### src/sv/e2c_pkg.sv
`default_nettype none
// ----------------------------------------------------------------------------
// e2c_pkg
// Constants and types for the epoch seconds to calendar decoder.
// ----------------------------------------------------------------------------
package e2c_pkg;

    localparam logic [16:0] SEC_PER_DAY   = 17'd86400;
    localparam logic [11:0] SEC_PER_HOUR  = 12'd3600;
    localparam logic [5:0]  SEC_PER_MIN   = 6'd60;
    localparam logic [15:0] YEAR_SCALED   = 16'd36525;
    localparam logic [6:0]  DAY_SCALE     = 7'd100;
    localparam logic [8:0]  TENTHS_MONTH  = 9'd306;
    localparam logic [2:0]  WEEK_DAYS     = 3'd7;

    // scaled day count plus year rounding: 2 * 36525 - 5950 + 75
    localparam logic [21:0] YEAR_BIAS     = 22'd67175;
    // day rounding minus year rounding
    localparam logic [15:0] DAY_BIAS      = 16'd100;
    // 5 + epoch shift / 100
    localparam logic [14:0] WEEK_BIAS     = 15'd676;
    localparam logic [11:0] TENTHS_BIAS   = 12'd6;
    localparam logic [10:0] BASE_YEAR     = 11'd1968;
    localparam logic [3:0]  MONTH_WRAP    = 4'd10;

    // floor(2^shift / divisor); quotient is low by at most one
    localparam logic [14:0] RECIP_DAY     = 15'd24855;   // shift 31
    localparam logic [5:0]  RECIP_HOUR    = 6'd36;       // shift 17
    localparam logic [6:0]  RECIP_YEAR    = 7'd114;      // shift 22
    localparam logic [12:0] RECIP_WEEK    = 13'd4681;    // shift 15
    localparam logic [6:0]  RECIP_MIN     = 7'd68;       // shift 12
    localparam logic [9:0]  RECIP_CENT    = 10'd655;     // shift 16
    localparam logic [3:0]  RECIP_MONTH   = 4'd13;       // shift 12
    // exact divide by ten below 1029: (x * 205) >> 11
    localparam logic [7:0]  RECIP_TEN     = 8'd205;

    typedef struct packed {
        logic [5:0] second;
        logic [5:0] minute;
        logic [4:0] hour;
        logic [6:0] year_idx;
        logic [2:0] weekday;
    } e2c_carry_t;

endpackage
`default_nettype wire

### src/sv/e2c_divfix.sv
`default_nettype none
// ----------------------------------------------------------------------------
// e2c_divfix
// Quotient fix-up for division by a constant: takes an estimate that is
// exact or one low, gives the exact quotient and remainder.
// ----------------------------------------------------------------------------
module e2c_divfix #(
    parameter int NW  = 31,
    parameter int QW  = 15,
    parameter int DIV = 86400
) (
    input  wire logic [NW-1:0]            num,
    input  wire logic [QW-1:0]            qest,
    output logic      [QW-1:0]            quo,
    output logic      [$clog2(DIV)-1:0]   rem
);

    localparam int RW = $clog2(DIV);
    localparam logic [NW-1:0] DIV_N = NW'(DIV);

    logic [NW-1:0] prod;
    logic [NW-1:0] diff;
    logic          fix;

    always_comb
    begin
        prod = NW'(qest) * DIV_N;
        diff = num - prod;
        fix  = (diff >= DIV_N);
        quo  = qest + QW'(fix);
        rem  = fix ? RW'(diff - DIV_N) : RW'(diff);
    end

endmodule
`default_nettype wire

### src/sv/epoch_seconds_to_calendar.sv
`default_nettype none
// ----------------------------------------------------------------------------
// epoch_seconds_to_calendar
// Decodes seconds since 1970-01-01 00:00:00 into time of day, date and
// day of week.
// ----------------------------------------------------------------------------
// Thirteen-stage pipeline that takes one word per cycle while s_tready is high
// and returns one word per input word. Every stage holds its own valid bit, so
// bubbles are squeezed out and s_tready stays high while any stage is free.
// Each division by a constant but the exact divide by ten is a registered
// reciprocal multiply followed by a one-step correction in the next stage;
// the chain days -> year -> day of year -> month -> day of month sets the
// depth. Only the low 31 bits of s_tdata are used; any value decodes to a
// date from 1970-01-01 to 2038-01-19.
// ----------------------------------------------------------------------------
module epoch_seconds_to_calendar
    import e2c_pkg::*;
(
    input  wire logic        clk,
    input  wire logic        rst_n,
    input  wire logic        s_tvalid,
    output logic             s_tready,
    input  wire logic [31:0] s_tdata,   // [30:0] epoch_seconds, [31] zero
    output logic             m_tvalid,
    input  wire logic        m_tready,
    // [5:0] second_out, [11:6] minute_out, [16:12] hour_out,
    // [21:17] day_of_month, [25:22] month_out, [36:26] year_out,
    // [39:37] weekday_out
    output logic      [39:0] m_tdata
);

    localparam int NST = 13;

    logic [NST:1] v_reg;
    logic [NST:1] v_in;
    logic [NST:1] en;

    always_comb
    begin
        en[NST] = ~v_reg[NST] | m_tready;
        for (int k = NST - 1; k >= 1; k--)
        begin
            en[k] = ~v_reg[k] | en[k+1];
        end
        v_in = {v_reg[NST-1:1], s_tvalid};
    end

    always_ff @(posedge clk or negedge rst_n)
    begin
        if (!rst_n)
        begin
            v_reg <= '0;
        end
        else
        begin
            for (int k = 1; k <= NST; k++)
            begin
                if (en[k])
                begin
                    v_reg[k] <= v_in[k];
                end
            end
        end
    end

    assign s_tready = en[1];
    assign m_tvalid = v_reg[NST];

    // stage 1
    logic [30:0] t1_reg;
    logic [45:0] pday1_reg;

    always_ff @(posedge clk)
    begin
        if (en[1])
        begin
            t1_reg    <= s_tdata[30:0];
            pday1_reg <= 46'(s_tdata[30:0]) * 46'(RECIP_DAY);
        end
    end

    // stage 2: days and second of day
    logic [14:0] day2_next;
    logic [16:0] sod2_next;
    logic [14:0] day2_reg;
    logic [16:0] sod2_reg;

    e2c_divfix #(.NW(31), .QW(15), .DIV(86400)) u_div_day (
        .num  (t1_reg),
        .qest (pday1_reg[45:31]),
        .quo  (day2_next),
        .rem  (sod2_next)
    );

    always_ff @(posedge clk)
    begin
        if (en[2])
        begin
            day2_reg <= day2_next;
            sod2_reg <= sod2_next;
        end
    end

    // stage 3
    logic [16:0] sod3_reg;
    logic [22:0] phr3_reg;
    logic [21:0] yn3_reg;
    logic [14:0] wk3_reg;

    always_ff @(posedge clk)
    begin
        if (en[3])
        begin
            sod3_reg <= sod2_reg;
            phr3_reg <= 23'(sod2_reg) * 23'(RECIP_HOUR);
            yn3_reg  <= 22'(day2_reg) * 22'(DAY_SCALE) + YEAR_BIAS;
            wk3_reg  <= day2_reg + WEEK_BIAS;
        end
    end

    // stage 4: hour
    logic [5:0]  hr4_next;
    logic [11:0] rs4_next;
    logic [4:0]  hr4_reg;
    logic [11:0] rs4_reg;
    logic [28:0] pyr4_reg;
    logic [27:0] pwk4_reg;
    logic [21:0] yn4_reg;
    logic [14:0] wk4_reg;

    e2c_divfix #(.NW(17), .QW(6), .DIV(3600)) u_div_hour (
        .num  (sod3_reg),
        .qest (phr3_reg[22:17]),
        .quo  (hr4_next),
        .rem  (rs4_next)
    );

    always_ff @(posedge clk)
    begin
        if (en[4])
        begin
            hr4_reg  <= hr4_next[4:0];
            rs4_reg  <= rs4_next;
            pyr4_reg <= 29'(yn3_reg) * 29'(RECIP_YEAR);
            pwk4_reg <= 28'(wk3_reg) * 28'(RECIP_WEEK);
            yn4_reg  <= yn3_reg;
            wk4_reg  <= wk3_reg;
        end
    end

    // stage 5: year and weekday
    logic [6:0]  yr5_next;
    logic [15:0] yrem5_next;
    logic [2:0]  wd5_next;
    logic [6:0]  yr5_reg;
    logic [15:0] yrem5_reg;
    logic [2:0]  wd5_reg;
    logic [4:0]  hr5_reg;
    logic [11:0] rs5_reg;
    logic [18:0] pmin5_reg;

    e2c_divfix #(.NW(22), .QW(7), .DIV(36525)) u_div_year (
        .num  (yn4_reg),
        .qest (pyr4_reg[28:22]),
        .quo  (yr5_next),
        .rem  (yrem5_next)
    );

    e2c_divfix #(.NW(15), .QW(13), .DIV(7)) u_div_week (
        .num  (wk4_reg),
        .qest (pwk4_reg[27:15]),
        .quo  (),
        .rem  (wd5_next)
    );

    always_ff @(posedge clk)
    begin
        if (en[5])
        begin
            yr5_reg   <= yr5_next;
            yrem5_reg <= yrem5_next;
            wd5_reg   <= wd5_next;
            hr5_reg   <= hr4_reg;
            rs5_reg   <= rs4_reg;
            pmin5_reg <= 19'(rs4_reg) * 19'(RECIP_MIN);
        end
    end

    // stage 6: minute and second
    logic [6:0]  min6_next;
    logic [5:0]  sec6_next;
    e2c_carry_t  c6_reg;
    logic [15:0] x6_reg;

    e2c_divfix #(.NW(12), .QW(7), .DIV(60)) u_div_min (
        .num  (rs5_reg),
        .qest (pmin5_reg[18:12]),
        .quo  (min6_next),
        .rem  (sec6_next)
    );

    always_ff @(posedge clk)
    begin
        if (en[6])
        begin
            c6_reg.second   <= sec6_next;
            c6_reg.minute   <= min6_next[5:0];
            c6_reg.hour     <= hr5_reg;
            c6_reg.year_idx <= yr5_reg;
            c6_reg.weekday  <= wd5_reg;
            x6_reg          <= yrem5_reg + DAY_BIAS;
        end
    end

    // stage 7
    e2c_carry_t  c7_reg;
    logic [15:0] x7_reg;
    logic [25:0] pcent7_reg;

    always_ff @(posedge clk)
    begin
        if (en[7])
        begin
            c7_reg     <= c6_reg;
            x7_reg     <= x6_reg;
            pcent7_reg <= 26'(x6_reg) * 26'(RECIP_CENT);
        end
    end

    // stage 8: day of March-based year
    logic [9:0] dd8_next;
    e2c_carry_t c8_reg;
    logic [9:0] dd8_reg;

    e2c_divfix #(.NW(16), .QW(10), .DIV(100)) u_div_cent (
        .num  (x7_reg),
        .qest (pcent7_reg[25:16]),
        .quo  (dd8_next),
        .rem  ()
    );

    always_ff @(posedge clk)
    begin
        if (en[8])
        begin
            c8_reg  <= c7_reg;
            dd8_reg <= dd8_next;
        end
    end

    // stage 9: tenths of day less six
    e2c_carry_t  c9_reg;
    logic [11:0] tm9_reg;

    always_ff @(posedge clk)
    begin
        if (en[9])
        begin
            c9_reg  <= c8_reg;
            tm9_reg <= 12'(dd8_reg) * 12'(4'd10) - TENTHS_BIAS;
        end
    end

    // stage 10
    e2c_carry_t  c10_reg;
    logic [11:0] tm10_reg;
    logic [15:0] pmon10_reg;

    always_ff @(posedge clk)
    begin
        if (en[10])
        begin
            c10_reg    <= c9_reg;
            tm10_reg   <= tm9_reg;
            pmon10_reg <= 16'(tm9_reg) * 16'(RECIP_MONTH);
        end
    end

    // stage 11: month from March
    logic [3:0] mon11_next;
    logic [8:0] mr11_next;
    e2c_carry_t c11_reg;
    logic [3:0] mon11_reg;
    logic [8:0] mr11_reg;

    e2c_divfix #(.NW(12), .QW(4), .DIV(306)) u_div_month (
        .num  (tm10_reg),
        .qest (pmon10_reg[15:12]),
        .quo  (mon11_next),
        .rem  (mr11_next)
    );

    always_ff @(posedge clk)
    begin
        if (en[11])
        begin
            c11_reg   <= c10_reg;
            mon11_reg <= mon11_next;
            mr11_reg  <= mr11_next;
        end
    end

    // stage 12: calendar month and year
    logic        wrap12;
    e2c_carry_t  c12_reg;
    logic [16:0] pdom12_reg;
    logic [3:0]  mo12_reg;
    logic [10:0] year12_reg;

    assign wrap12 = (mon11_reg >= MONTH_WRAP);

    always_ff @(posedge clk)
    begin
        if (en[12])
        begin
            c12_reg    <= c11_reg;
            pdom12_reg <= 17'(mr11_reg) * 17'(RECIP_TEN);
            mo12_reg   <= wrap12 ? mon11_reg - 4'd9 : mon11_reg + 4'd3;
            year12_reg <= BASE_YEAR + 11'(c11_reg.year_idx) + 11'(wrap12);
        end
    end

    // stage 13: output word
    logic [4:0] dom13_next;

    assign dom13_next = 5'(pdom12_reg[16:11]) + 5'd1;

    always_ff @(posedge clk)
    begin
        if (en[13])
        begin
            m_tdata <= {c12_reg.weekday + 3'd1,
                        year12_reg,
                        mo12_reg,
                        dom13_next,
                        c12_reg.hour,
                        c12_reg.minute,
                        c12_reg.second};
        end
    end

endmodule
`default_nettype wire
### config.mk
export PLATFORM = sky130hd
export DESIGN_NAME = epoch_seconds_to_calendar
export DESIGN_NICKNAME = d
export VERILOG_FILES = /design/src/sv/e2c_pkg.sv /design/src/sv/e2c_divfix.sv /design/src/sv/epoch_seconds_to_calendar.sv
export SDC_FILE = /design/constraint.sdc
export NUM_CORES = 2
export LEC_CHECK = 0
export BUFFER_PORTS_ARGS = -buffer_cell sky130_fd_sc_hd__buf_2
export CAP_MARGIN = 10
export CORE_MARGIN = 5
export CORE_UTILIZATION = 59
export CTS_CLUSTER_DIAMETER = 200
export CTS_CLUSTER_SIZE = 10
export DETAILED_ROUTE_END_ITERATION = 12
export PLACE_DENSITY = 0.87
export SYNTH_ARGS = -nofsm -noshare
export SYNTH_HDL_FRONTEND = slang
export SYNTH_HIERARCHICAL = 1
export SYNTH_SLANG_ARGS = --single-unit
### constraint.sdc
create_clock -name clk -period 6.9 [get_ports clk]
set_input_delay 0.69 -clock clk [delete_from_list [all_inputs] [get_ports clk]]
set_output_delay 0.69 -clock clk [all_outputs]
set_load 0.02 [all_outputs]
==> flow_metrics.env <==
export IMPL_yosys_warnings=6
export IMPL_syn_inst=4534
export IMPL_start_kind="register"
export IMPL_fin_cells=5936
export IMPL_fp_dieW_um=308
export IMPL_clk_pin_slew_worst_paths_ns=0.07
export IMPL_viasPerCell=5.76
export IMPL_cap_violations=0
export IMPL_cts_tree="yes"
export IMPL_grt_busiest_layer="met2"
export IMPL_avgSynthCellArea_um2=11.6
export IMPL_io_buffers=76
export IMPL_grtUsageMet2_pct=41.7
export IMPL_worst_slack_ns=-0.366
export IMPL_post_route_min_period_ns=7.27
export IMPL_antenna_found_initial=0
export IMPL_core_area_um2=88400
export IMPL_cts_htree_levels=3
export IMPL_cp_endpoint="day2_reg[13]"
export IMPL_r2r_cells=29
export IMPL_holdWs_ns=0.0450
export IMPL_gp_congestion=0.885
export IMPL_setup_violations=24
export IMPL_hold_path_class="input port to asynchronous set/reset pin"
export IMPL_grt_pass1_vias=36613
export IMPL_root_buffer="clkbuf_16"
export IMPL_fmax_mhz=138
export IMPL_cts_buffer_depth=3
export IMPL_use_met1_pct=26.8
export IMPL_start_util_pct=59.4
export IMPL_crit_start="pday1_reg[35]"
export IMPL_dieArea_um2=95000
export IMPL_placed_area_um2=54800
export IMPL_wl_mm=105
export IMPL_utilization_pct=64.7
export IMPL_r2r_slack_ns=-0.37
export IMPL_syn_area_um2=52500
export IMPL_cts_buffers_inserted=70
export IMPL_clk_latency_ns=0.63
export IMPL_reg2reg_from="pday1_reg[35]"
export IMPL_clock_sinks=602
export IMPL_antennaDiodeCount=0
export IMPL_grt_usage_pct=22.5
export IMPL_critPathCaptureType="register"
export IMPL_tightest_slew_ns=1.22
export IMPL_drtAntennaViolNets=0
export IMPL_finalHoldViolCount=0
export IMPL_final_max_slew_viol_count=0
export IMPL_drc=0
export IMPL_critical_path_required_ns=7.26
export IMPL_grt_pass1_wl_mm=177
export IMPL_layout_drive_gt1_share_pct=8.34
export IMPL_violations="setup timing"
export IMPL_drt_iter0_drc=2137
export IMPL_fp_row_count=109
export IMPL_fin_area_um2=57200
export IMPL_nets=6092
export IMPL_dr_pass1_iters=6
export IMPL_cp_arrival_ns=7.63
export IMPL_cp_max_fo=5
export IMPL_cp_slowest_stage_delay_ns=0.55
export IMPL_max_slew_margin_pct=18.4
export IMPL_fin_skew_ns=0.0440
export IMPL_rsz0062_at_grt="yes"
export IMPL_via_count=34207
export IMPL_fp_dieH_um=308
export IMPL_routedWlPerCell_um=17.7
export IMPL_largest_reg_flops=39
export IMPL_status="complete, but fails checks"
export IMPL_grt_max_degree=61
export IMPL_period_share_pct=105
export IMPL_grt_ovfl_total=0
export IMPL_grt_use_met3_pct=2.94
export IMPL_area_growth_pct=9.02
export IMPL_path_class="register to register"
export IMPL_hpwl_mm=80.6
export IMPL_dp_cells=5821
export IMPL_io_pins=78
export IMPL_worst_path_max_delay_cell="fa_1"
export IMPL_reg2reg_to="day2_reg[13]"
## worst min-delay path by stage
stage,slack (ns),to,from
6_report,0.04,v_reg[4],rst_n
5_1_grt,0.05,v_reg[5],rst_n
4_1_cts,0.02,v_reg[5],rst_n
3_5_place_dp,0.40,c10_reg[11],c9_reg[11]
3_3_place_gp,0.40,m_tdata[29],year12_reg[3]
2_1_floorplan,0.39,v_reg[10],rst_n
## timing repair
action	CTS	global route
setup endpoints to repair	25	25
hold endpoints to repair	0	0
setup buffers	13	4
resized for setup	28	22
hold buffers	0	0
pin swaps	38	23
## per-stage QoR
stage,setup TNS (ns),setup WS (ns)
2_1_floorplan,0,0.000972
3_5_place_dp,-3.41,-0.338
4_1_cts,-3.83,-0.297
3_3_place_gp,-1.55,-0.233
6_report,-6.38,-0.366
5_1_grt,-12.23,-0.606
## per-layer routing
layer	part of all wire (%)	up-vias
li1	-	16195
met1	39	16795
met2	53	937
met3	4.3	280
met4	3.4	0
met5	0	-
## layout make-up
| class | count | area, µm² |
|---|---|---|
| clock buffer | 93 | 1840 |
| clock inverter | 8 | 181 |
| fill | 6119 | 31200 |
| inverter | 804 | 3020 |
| multi-input combinational | 3088 | 31500 |
| sequential | 602 | 18000 |
| tap | 1165 | 1460 |
| timing repair buffer | 176 | 1160 |
## critical path: cells and delay by family, from the launching register on
kind                       cells  cell delay (ns)
DFF                            1             0.50
adders and majority gates      8             2.80
buffers and inverters          3             0.43
xor gates and xnor gates       2             0.17
AOI/OAI and AO/OA              8             1.61
and+or+nand+nor                8             1.47
## placed cells by master (no fill, tap or decap), drive strengths merged, types with 16 or more instances in the layout
cell and instances:
a211oi 31, a21o 95, a21oi 201, a31oi 18, and2 18, and3 36, buf 176, clkbuf 93
edfxtp 589, fa 380, ha 934, inv 806, nand2 147, nand2b 40, nand3 69, nand4 24
nor2 159, nor2b 38, nor3 63, o211ai 28, o21a 38, o21ai 121, o21bai 19, or2 16
xnor2 208, xor2 128
Power is not shown: default switching activity piles up to over one toggle a cycle in this logic, so the estimate is an artifact.
